**src/hw/rtl/assert_macros.svh**
```systemverilog
// concurrent assertion macros shared by the rtl files
`ifndef ASSERT_MACROS_SVH
`define ASSERT_MACROS_SVH

// same-cycle implication, clocked on clk, off during reset
`define ASSERT_IMPL(label, ante, cons) \
  label: assert property (@(posedge clk) disable iff (rst) (ante) |-> (cons)) \
    else $error("assertion failed");

// next-cycle implication, clocked on clk, off during reset
`define ASSERT_NEXT(label, ante, cons) \
  label: assert property (@(posedge clk) disable iff (rst) (ante) |=> (cons)) \
    else $error("assertion failed");

`endif

```
**src/hw/rtl/isarr_pkg.sv**
```systemverilog
// shared types and constants of the indexed shift array
`timescale 1ns / 1ps
`default_nettype none

package isarr_pkg;

  localparam int TYPE_W = 3;
  localparam int POS_W  = 6;
  localparam int DATA_W = 32;
  localparam int CNT_W  = 7;

  typedef enum logic [TYPE_W-1:0] {
    OP_PUSH   = 3'd0,
    OP_POP    = 3'd1,
    OP_INSERT = 3'd2,
    OP_REMOVE = 3'd3,
    OP_READ   = 3'd4,
    OP_WRITE  = 3'd5
  } op_t;

  typedef enum logic [1:0] {
    ST_OK    = 2'd0,
    ST_FULL  = 2'd1,
    ST_RANGE = 2'd2,
    ST_EMPTY = 2'd3
  } status_t;

  typedef struct packed {
    logic signed [DATA_W-1:0] data_out;
    logic [CNT_W-1:0]         live_count;
    logic                     is_empty;
    status_t                  status;
  } result_t;

endpackage

`default_nettype wire

```
**src/hw/rtl/isarr_mem.sv**
```systemverilog
// entry store: one write port, one registered read port
`timescale 1ns / 1ps
`default_nettype none

module isarr_mem #(
  parameter int DEPTH = 64,
  parameter int WIDTH = 32
) (
  input  wire logic                     clk,
  input  wire logic                     we,
  input  wire logic [$clog2(DEPTH)-1:0] waddr,
  input  wire logic [WIDTH-1:0]         wdata,
  input  wire logic [$clog2(DEPTH)-1:0] raddr,
  output logic      [WIDTH-1:0]         rdata
);

  logic [WIDTH-1:0] mem [DEPTH];

  always_ff @(posedge clk) begin
    if (we) begin
      mem[waddr] <= wdata;
    end
    rdata <= mem[raddr];
  end

endmodule

`default_nettype wire

```
**src/hw/rtl/isarr_seq.sv**
```systemverilog
// sequencer: request decode, checks and entry shifting through the store port
`timescale 1ns / 1ps
`default_nettype none
`include "assert_macros.svh"

module isarr_seq #(
  parameter int CAPACITY  = 64,
  parameter int WORD_BITS = 32
) (
  input  wire logic                                 clk,
  input  wire logic                                 rst,
  input  wire logic                                 req_valid,
  output logic                                      req_ready,
  input  wire logic [isarr_pkg::TYPE_W-1:0]         req_type,
  input  wire logic [isarr_pkg::POS_W-1:0]          position,
  input  wire logic signed [isarr_pkg::DATA_W-1:0]  value,
  output logic                                      res_valid,
  input  wire logic                                 res_ready,
  output isarr_pkg::result_t                        res,
  output logic                                      mem_we,
  output logic [$clog2(CAPACITY)-1:0]               mem_waddr,
  output logic [WORD_BITS-1:0]                      mem_wdata,
  output logic [$clog2(CAPACITY)-1:0]               mem_raddr,
  input  wire logic [WORD_BITS-1:0]                 mem_rdata
);

  localparam int AW = $clog2(CAPACITY);
  localparam int CW = $clog2(CAPACITY + 1);
  localparam int PW = (CW > isarr_pkg::POS_W) ? CW : isarr_pkg::POS_W;

  typedef enum logic [2:0] {
    S_IDLE,
    S_EVAL,
    S_RD_WAIT,
    S_SH_RD,
    S_SH_WR,
    S_INS_FIN,
    S_DONE
  } state_t;

  state_t                         state, state_next;
  logic [CW-1:0]                  count, count_next;
  logic [AW-1:0]                  ptr, ptr_next;
  logic [isarr_pkg::DATA_W-1:0]   data, data_next;
  isarr_pkg::status_t             status, status_next;
  isarr_pkg::op_t                 op;
  logic [PW-1:0]                  pos;
  logic [WORD_BITS-1:0]           val;

  logic                           accept;
  logic [PW-1:0]                  count_w;
  logic [AW-1:0]                  pos_idx;
  logic [AW-1:0]                  src;
  logic                           is_full;
  logic                           is_none;

  assign accept  = req_valid && req_ready;
  assign count_w = PW'(count);
  assign pos_idx = AW'(pos);
  assign src     = (op == isarr_pkg::OP_INSERT) ? (ptr - AW'(1)) : (ptr + AW'(1));
  assign is_full = (count == CW'(CAPACITY));
  assign is_none = (count == '0);

  assign req_ready = (state == S_IDLE);
  assign res_valid = (state == S_DONE);

  assign res.data_out   = data;
  assign res.live_count = isarr_pkg::CNT_W'(count);
  assign res.is_empty   = is_none;
  assign res.status     = status;

  always_comb begin
    state_next  = state;
    count_next  = count;
    ptr_next    = ptr;
    data_next   = data;
    status_next = status;
    mem_we      = 1'b0;
    mem_waddr   = ptr;
    mem_wdata   = mem_rdata;
    mem_raddr   = src;
    case (state)
      S_IDLE: begin
        if (req_valid) begin
          state_next = S_EVAL;
        end
      end
      S_EVAL: begin
        data_next   = '0;
        status_next = isarr_pkg::ST_OK;
        state_next  = S_DONE;
        case (op)
          isarr_pkg::OP_PUSH: begin
            if (is_full) begin
              status_next = isarr_pkg::ST_FULL;
            end else begin
              mem_we     = 1'b1;
              mem_waddr  = AW'(count);
              mem_wdata  = val;
              count_next = count + CW'(1);
            end
          end
          isarr_pkg::OP_POP: begin
            if (is_none) begin
              status_next = isarr_pkg::ST_EMPTY;
            end else begin
              mem_raddr  = AW'(count - CW'(1));
              count_next = count - CW'(1);
              state_next = S_RD_WAIT;
            end
          end
          isarr_pkg::OP_INSERT: begin
            if (is_full) begin
              status_next = isarr_pkg::ST_FULL;
            end else if (pos > count_w) begin
              status_next = isarr_pkg::ST_RANGE;
            end else if (pos == count_w) begin
              mem_we     = 1'b1;
              mem_waddr  = pos_idx;
              mem_wdata  = val;
              count_next = count + CW'(1);
            end else begin
              ptr_next   = AW'(count);
              state_next = S_SH_RD;
            end
          end
          isarr_pkg::OP_REMOVE, isarr_pkg::OP_READ: begin
            if (is_none) begin
              status_next = isarr_pkg::ST_EMPTY;
            end else if (pos >= count_w) begin
              status_next = isarr_pkg::ST_RANGE;
            end else begin
              mem_raddr  = pos_idx;
              ptr_next   = pos_idx;
              state_next = S_RD_WAIT;
            end
          end
          isarr_pkg::OP_WRITE: begin
            if (is_none) begin
              status_next = isarr_pkg::ST_EMPTY;
            end else if (pos >= count_w) begin
              status_next = isarr_pkg::ST_RANGE;
            end else begin
              mem_we    = 1'b1;
              mem_waddr = pos_idx;
              mem_wdata = val;
            end
          end
          default: begin
          end
        endcase
      end
      S_RD_WAIT: begin
        data_next  = isarr_pkg::DATA_W'(signed'(mem_rdata));
        state_next = S_DONE;
        if (op == isarr_pkg::OP_REMOVE) begin
          if (CW'(ptr) + CW'(1) == count) begin
            count_next = count - CW'(1);
          end else begin
            state_next = S_SH_RD;
          end
        end
      end
      S_SH_RD: begin
        state_next = S_SH_WR;
      end
      S_SH_WR: begin
        mem_we    = 1'b1;
        mem_waddr = ptr;
        mem_wdata = mem_rdata;
        ptr_next  = src;
        if (op == isarr_pkg::OP_INSERT) begin
          state_next = (src == pos_idx) ? S_INS_FIN : S_SH_RD;
        end else if (CW'(src) + CW'(1) == count) begin
          count_next = count - CW'(1);
          state_next = S_DONE;
        end else begin
          state_next = S_SH_RD;
        end
      end
      S_INS_FIN: begin
        mem_we     = 1'b1;
        mem_waddr  = pos_idx;
        mem_wdata  = val;
        count_next = count + CW'(1);
        state_next = S_DONE;
      end
      S_DONE: begin
        if (res_ready) begin
          state_next = S_IDLE;
        end
      end
      default: begin
        state_next = S_IDLE;
      end
    endcase
  end

  always_ff @(posedge clk) begin
    if (rst) begin
      state <= S_IDLE;
      count <= '0;
    end else begin
      state <= state_next;
      count <= count_next;
    end
    ptr    <= ptr_next;
    data   <= data_next;
    status <= status_next;
    if (accept) begin
      op  <= isarr_pkg::op_t'(req_type);
      pos <= PW'(position);
      val <= WORD_BITS'(value);
    end
  end

  `ASSERT_IMPL(a_count_bound, 1'b1, count <= CW'(CAPACITY))
  `ASSERT_IMPL(a_write_state, mem_we, state == S_EVAL || state == S_SH_WR || state == S_INS_FIN)
  `ASSERT_NEXT(a_shift_pair, state == S_SH_RD, state == S_SH_WR)
  `ASSERT_NEXT(a_accept_eval, accept, state == S_EVAL)

endmodule

`default_nettype wire

```
**src/hw/rtl/indexed_shift_array.sv**
```systemverilog
// top level of the indexed shift array: sequencer, entry store, result register
`timescale 1ns / 1ps
`default_nettype none

// Bounded ordered list of up to CAPACITY signed words held in a single-port-pair
// memory (one write, one registered read per cycle). Requests are taken one at
// a time. Push, write, insert at the end of the list, the unused request codes
// and every failed request end right after evaluation; pop and read also wait
// for the registered read. Insert at index i below the live count n moves the
// entries i..n-1 up one place, then writes the new word at i; remove at i moves
// the entries above i down one place, each moved entry costing one memory read
// and one memory write through the shared store port. A finished result sits in
// an output register, so a new request can be taken while it waits for rsp_ready.

module indexed_shift_array #(
  parameter int CAPACITY  = 64,
  parameter int WORD_BITS = 32
) (
  input  wire logic                                 clk,
  input  wire logic                                 rst,
  input  wire logic                                 req_valid,
  output logic                                      req_ready,
  input  wire logic [isarr_pkg::TYPE_W-1:0]         req_type,
  input  wire logic [isarr_pkg::POS_W-1:0]          position,
  input  wire logic signed [isarr_pkg::DATA_W-1:0]  value,
  output logic                                      rsp_valid,
  input  wire logic                                 rsp_ready,
  output logic signed [isarr_pkg::DATA_W-1:0]       data_out,
  output logic [isarr_pkg::CNT_W-1:0]               live_count,
  output logic                                      is_empty,
  output logic [1:0]                                status
);

  localparam int AW = $clog2(CAPACITY);

  logic                  res_valid;
  logic                  res_ready;
  isarr_pkg::result_t    res;
  isarr_pkg::result_t    rsp;

  logic                  mem_we;
  logic [AW-1:0]         mem_waddr;
  logic [WORD_BITS-1:0]  mem_wdata;
  logic [AW-1:0]         mem_raddr;
  logic [WORD_BITS-1:0]  mem_rdata;

  isarr_seq #(
    .CAPACITY  (CAPACITY),
    .WORD_BITS (WORD_BITS)
  ) u_seq (
    .clk       (clk),
    .rst       (rst),
    .req_valid (req_valid),
    .req_ready (req_ready),
    .req_type  (req_type),
    .position  (position),
    .value     (value),
    .res_valid (res_valid),
    .res_ready (res_ready),
    .res       (res),
    .mem_we    (mem_we),
    .mem_waddr (mem_waddr),
    .mem_wdata (mem_wdata),
    .mem_raddr (mem_raddr),
    .mem_rdata (mem_rdata)
  );

  isarr_mem #(
    .DEPTH (CAPACITY),
    .WIDTH (WORD_BITS)
  ) u_mem (
    .clk   (clk),
    .we    (mem_we),
    .waddr (mem_waddr),
    .wdata (mem_wdata),
    .raddr (mem_raddr),
    .rdata (mem_rdata)
  );

  // output beat register
  assign res_ready = !rsp_valid || rsp_ready;

  always_ff @(posedge clk) begin
    if (rst) begin
      rsp_valid <= 1'b0;
    end else if (res_valid && res_ready) begin
      rsp_valid <= 1'b1;
    end else if (rsp_ready) begin
      rsp_valid <= 1'b0;
    end
    if (res_valid && res_ready) begin
      rsp <= res;
    end
  end

  assign data_out   = rsp.data_out;
  assign live_count = rsp.live_count;
  assign is_empty   = rsp.is_empty;
  assign status     = rsp.status;

endmodule

`default_nettype wire
```
**config.mk**
```make
export PLATFORM = sky130hd
export DESIGN_NAME = indexed_shift_array
export DESIGN_NICKNAME = d
export VERILOG_FILES = /design/src/hw/rtl/isarr_pkg.sv /design/src/hw/rtl/isarr_mem.sv /design/src/hw/rtl/isarr_seq.sv /design/src/hw/rtl/indexed_shift_array.sv
export VERILOG_INCLUDE_DIRS = /design/src /design/src/hw/rtl
export SDC_FILE = /design/constraint.sdc
export NUM_CORES = 2
export LEC_CHECK = 0
export ABC_CLOCK_PERIOD_IN_PS = 5700
export BUFFER_PORTS_ARGS = -buffer_cell sky130_fd_sc_hd__buf_4
export CORE_AREA = 5 5 281 558
export CTS_BUF_LIST = sky130_fd_sc_hd__clkbuf_16
export DETAILED_ROUTE_END_ITERATION = 10
export DIE_AREA = 0 0 286 563
export PLACE_DENSITY = 0.74
export SYNTH_ARGS = -nofsm -noshare
export SYNTH_HDL_FRONTEND = slang
export SYNTH_HIERARCHICAL = 1
export SYNTH_SLANG_ARGS = --single-unit
export TNS_END_PERCENT = 100
```
**constraint.sdc**
```tcl
create_clock -name clk -period 5.7 [get_ports clk]
set_input_delay 0.285 -clock clk [delete_from_list [all_inputs] [get_ports clk]]
set_output_delay 0.285 -clock clk [all_outputs]
set_load 0.05 [all_outputs]
```
# Yosys cells after proc, flatten, opt, wreduce, memory -nomap -nowiden
# Memory sizes are Yosys's and may differ from the RTL's. A register that Yosys moved wholly into a read port is not among the register bits.
# Cells that the tools add are included.
dict set report word_totals {
  register_bits 134
  mem_bits_rw 2048
  in_bits 45
  elab_cells 142
  n_memories 1
}
# name words word_bits read_ports rd_clocked_by_memory_dff wr line
set memory_table {}
lappend memory_table {u_mem.mem 64 32 1 1 1 isarr_mem.sv:17} ;# logic [WIDTH-1:0] mem [DEPTH];
dict set report classes {
  addsub 6
  n_lt_le_gt_ge 2
  n_eq_ne 30
  mux 73
  n_reduce_logical 17
}
# operator count
set op_table {}
lappend op_table {{$mux 32} 6}
lappend op_table {{$pmux 32 s2} 2}
lappend op_table {{$pmux 32 s3} 1}
lappend op_table {{$mux 6} 14}
lappend op_table {{$mux 7} 9}
lappend op_table {{$pmux 6 s2} 4}
lappend op_table {{$mux 3} 13}
lappend op_table {{$pmux 7 s4} 1}
lappend op_table {{$pmux 3 s7} 1}
lappend op_table {{$pmux 7 s3} 1}
lappend op_table {{$ne 3x3->1 const B} 6}
lappend op_table {{$pmux 6 s3} 1}
lappend op_table {{$eq 3x3->1 const B} 5}
lappend op_table {{$add 6x1->7 const B} 2}
lappend op_table {{$eq 7x7->1} 2}
lappend op_table {{$eq 3x2->1 const B} 4}
lappend op_table {{$mux 1} 11}
lappend op_table {{$reduce_and 11->1} 1}
lappend op_table {{$mux 2} 5}
lappend op_table {{$pmux 3 s3} 1}
lappend op_table {{$ne 2x1->1 const B} 4}
lappend op_table {{$pmux 2 s4} 1}
lappend op_table {{$add 7x1->7 const B} 1}
lappend op_table {{$eq 6x7->1} 1}
lappend op_table {{24 further kinds} 31}

# Longest topological paths before layout
dict set report logic_depth {
  depth_word 8
  depth_mapped 21
  ltp_nobuf 16
}

# Hierarchy
# Netlist, hierarchy kept.
# module n_inst cells_each area_each_um2 seq_area_each_um2
set modules_own_cells {}
lappend modules_own_cells {isarr_mem 1 3511 79039.6 62139.6}
lappend modules_own_cells {isarr_seq 1 530 5591.6 2632.5}
lappend modules_own_cells {indexed_shift_array 1 47 1316.3 1281.2}

# Least setup slack after synthesis
# No wires, ideal clock.
dict set report synth_timing {
  kind {register to register}
  from {register u_seq.count[1]}
  to {memory u_mem.mem[28][0] (enable)}
  setup_time_ns 0.421
  arrival_ns 5.129
  required_time_ns 5.279
  path_slack_ns 0.150
  stages_incl_launch_ff 17
  cell_sequence {dfxtp_1 clkbuf_1 inv_1 ha_1 nor2b_1 o21ai_0 a31oi_1 nor3_1 clkbuf_1 nor2_1 a222oi_1 o221ai_1 clkbuf_1 or3b_2 or2_2 clkbuf_1 nor2_1}
}
# element line
set synth_rtl {}
lappend synth_rtl {{start: declaration} isarr_seq.sv:42} ;# logic [CW-1:0] count, count_next;
lappend synth_rtl {{start signal: assignment} isarr_seq.sv:205} ;# count <= count_next;
lappend synth_rtl {{parallel branches: the longest is 4 deep, another holds $ge 6x7->1} --}
lappend synth_rtl {{$pmux 6 s3 (*)} isarr_seq.sv:92} ;# case (op)
lappend synth_rtl {{$pmux 6 s2 (*)} isarr_seq.sv:82} ;# case (state)
lappend synth_rtl {{net mem_waddr[0]} indexed_shift_array.sv:42} ;# logic [AW-1:0] mem_waddr;
lappend synth_rtl {{end: declaration} isarr_mem.sv:17}
# Mark *: on every way through the listed nets, which the timed path passes.

==> out/metrics.yaml <==
status: "completed"
first_global_vias: 44610
syn_area_per_cell_um2: 21.02
vias: 44390
arrival_ps: 6140
path_depth: 15
drt_iter0_drc: 6123
seq_power_share_pct: 35.9
max-slew-margin-rel_pct: 6.524
synth_warnings: 6
globalplace.congestion: 0.8880
nets: 4498
synth-edff-count: 2171
hold_viol: 0
grt_max_degree: 65
hold_start: "req_type[1]"
synth_area_leaders: "edfxtp_1 (76%), mux4_2 (12%), mux2i_1 (2.2%), a22oi_1 (1.1%), dfxtp_1 (1.0%)"
period_needed_ps: 5439
combPwrFrac_pct: 44.4
grt_pass1_wl_um: 320800
power_leakage_uw: 0.03135
setup_tns_ps: 0
reg2reg_slack_ps: 260
cts_buffer_depth: 3
ys_seq_area_share_pct: 76.85
layout-drive-gt1-share_pct: 26.43
fin_util_pct: 64.19
synth_most_common_cell: "edfxtp_1"
setup_slack_ps: 260.6
drv_slew: 0
critPathCaptureType: "register"
antenna_found_initial: 13
worst_ep_required_time_ps: 6400
setup_viol: 0
wl_per_cell_um: 34.18
placedInstanceArea_um2: 91380
drt-total-wl_um: 223600
finalCritPeriodShare_pct: 95.43
htreeDepth: 4
async_reset_ff_share_pct: 0
synth_top_area_share_pct: 75.85
clk_pin_slew_worst_paths_ps: 70
cp_top_family: "compound AO/OA/AOI/OAI gates"
io_buffers: 88
drc: 0
power_density_nw_per_um2: 635.2
hold_class: "in2reg"
initial_utilization_pct: 56.49
syn-instance-count: 4088
cts_buffers: 182
slowest_delay_ps: 790
switching_share_pct: 39.18
fin_cells: 6541
crit_path_start: "u_seq/count[0]$_SDFFE_PP0P_"
synth_common_cells: "edfxtp_1 (2171), mux4_2 (446), mux2i_1 (193)"
die_area_um2: 161000
start_kind: "register"
worstSkewPairLatency_ps: 830
worst-path-max-fanout: 28
critPathMostFrequentCell: "buf_12"
synth.distinct_cells: 86
coreArea_um2: 152100
synth_seq_cells: 2214
cp-endpoint: "u_mem/rdata[19]$_DFF_P_"
crit_slowest_cell: "a211oi_1"
cap_violations: 0
rsz0062_at_grt: "no"
via_per_inst: 6.786
reg2reg_depth: 15
pin_count: 89
clock_sinks: 2214
place_ws_ps: 82.90
timing.fmax_ghz: 0.1838
synthFlopType: "edfxtp_1"
path_cells: "inv_1 > ha_1 > or3b_1 > nor4_2 > or3_1 > nor2_1 > o31a_1 > o22ai_4 > buf_12 > buf_12 > buf_4 > mux4_2 > a211oi_1 > o21ai_0 > and3_1"
first_pass_iters: 6
reg2reg_to: "u_mem/rdata[19]$_DFF_P_"
cts_tree: "built"
worst-path-buf-inv: 4
synth_nets: 4148
critical_path_class: "reg2reg"
tightest_slew_ps: 1387
area_delta_synth_final_pct: 13.63
ir_drop_mv: 0.6188
clock_skew_ps: 32.76
p_clk_share_pct: 19.7
placed_cells: 6155
hpwl_um: 132900
r2r-start: "u_seq/count[0]$_SDFFE_PP0P_"
rows: 203
die_h_um: 563
ant_nets: 0
gr-total-overflow: 0
die_w_um: 286
cts_root_buf: "clkbuf_16"
synth_top_area_cell: "edfxtp_1"
final_area_um2: 97660
track_usage_pct: 27.73
p_int_uw: 37730
switchingPower_uw: 24310
syn_area_um2: 85950
[stage by stage]
| step | hold slack, ps | total power (uW) |
|---|---|---|
| 3_3_place_gp | 401.2 | 48860 |
| 3_5_place_dp | 404.5 | 49400 |
| 5_1_grt | 178.4 | 63820 |
| 4_1_cts | 139.3 | 61730 |
| 2_1_floorplan | 347.4 | 37780 |
| 6_report | 188.9 | 62030 |
[sequential cells by signal, summed over array words and instances, names as in the netlist, 6 cells and up]
signal       cells
u_seq/count      7
u_seq/data      32
u_mem/rdata     32
u_seq/ptr        6
u_mem/mem     2048
data_out        32
u_seq/pos        6
u_seq/val       32
live_count       7
[worst min path at each step]
stage / end / slack, ps / depth (start not counted)
after detailed placement: data_out[24]$_DFFE_PP_ / 400 / 0
final: u_seq/op[1]$_DFFE_PP_ / 190 / 2
after global placement: data_out[3]$_DFFE_PP_ / 400 / 0
after floorplan: rsp_valid$_SDFFE_PP0P_ / 350 / 1
after global routing: u_seq/val[7]$_DFFE_PP_ / 180 / 2
after CTS: u_seq/op[1]$_DFFE_PP_ / 140 / 2
[worst reg2reg max path, cell delays in order (launching register included)]
cell and delay [ps]:
dfxtp_1 310, inv_1 130, ha_1 240, or3b_1 500, nor4_2 210, or3_1 400
nor2_1 150, o31a_1 300, o22ai_4 240, buf_12 180, buf_12 250, buf_4 340
mux4_2 530, a211oi_1 790, o21ai_0 480, and3_1 270
[timing repair]
item	4_1_cts	5_1_grt
hold endpoints to repair	52	0
setup endpoints to repair	0	2
resized for setup	0	3
hold buffers	45	0
setup buffers	0	0
[final cells by class]
class                      count  area (um2)
inverter                      22       82.58
sequential                  2214       66050
fill                        9594       54480
multi-input combinational   1615       18990
antenna                        9       22.52
clock buffer                 183        4579
clock inverter               148        1210
timing repair buffer         403        4289
tap                         1947        2436
[routing by layer]
metal,vias to the layer above,global-route usage (%),part of all wire [%]
li1,17830,-,-
met1,23000,37.18,35
met2,3014,43.91,48
met3,540,6.154,11
met4,6,13.36,6.0
met5,-,0,0.018
[placed cells by master (no fill, tap or decap), types with 12 or more instances in the layout]
master / netlist / final
dfxtp_1: 43 / 43
o221ai_1: 18 / 18
clkinv_1: 1 / 30
o22ai_1: 53 / 50
nor2_4: 0 / 65
dlygate4sd3_1: 0 / 45
nor2b_1: 22 / 18
nand2b_1: 14 / 14
a21oi_1: 56 / 54
mux2_2: 17 / 32
edfxtp_1: 2171 / 2171
o22a_1: 12 / 12
xnor2_1: 19 / 19
buf_12: 3 / 92
o21ai_0: 66 / 63
nand3_1: 60 / 60
a22oi_1: 128 / 128
bufinv_16: 0 / 15
nor3_1: 16 / 16
and3_1: 39 / 39
nand2_1: 63 / 63
a31oi_1: 23 / 23
inv_1: 18 / 63
nor2_1: 126 / 61
a22o_1: 13 / 12
mux2i_1: 193 / 193
a211oi_1: 24 / 22
mux4_2: 446 / 446
a311o_1: 16 / 16
clkinv_2: 0 / 34
o211ai_1: 15 / 15
buf_4: 31 / 266
clkbuf_16: 0 / 183
ha_1: 14 / 14
[logic make-up after synthesis]
logic type / count (synthesis) / synth area share [%]
flip-flops: 2214 / 76.85
AND/OR/NAND/NOR: 414 / 2.440
multiplexers: 675 / 14.42
buffers and inverters: 259 / 1.750
adder cells (fa/ha/maj): 15 / 0.2271
XOR/XNOR: 32 / 0.3508
AO/OA/AOI/OAI: 479 / 3.955
[power groups by stage]
stage | sequential (uW) | clock, uW | combinational, uW
6_report | 22300 | 12200 | 27500
5_1_grt | 22300 | 13100 | 28400
4_1_cts | 22200 | 12400 | 27100
3_5_place_dp | 22600 | 0 | 26800
3_3_place_gp | 22500 | 0 | 26300
2_1_floorplan | 22400 | 0 | 15300
Note: power is estimated with default switching activity, not from simulation.
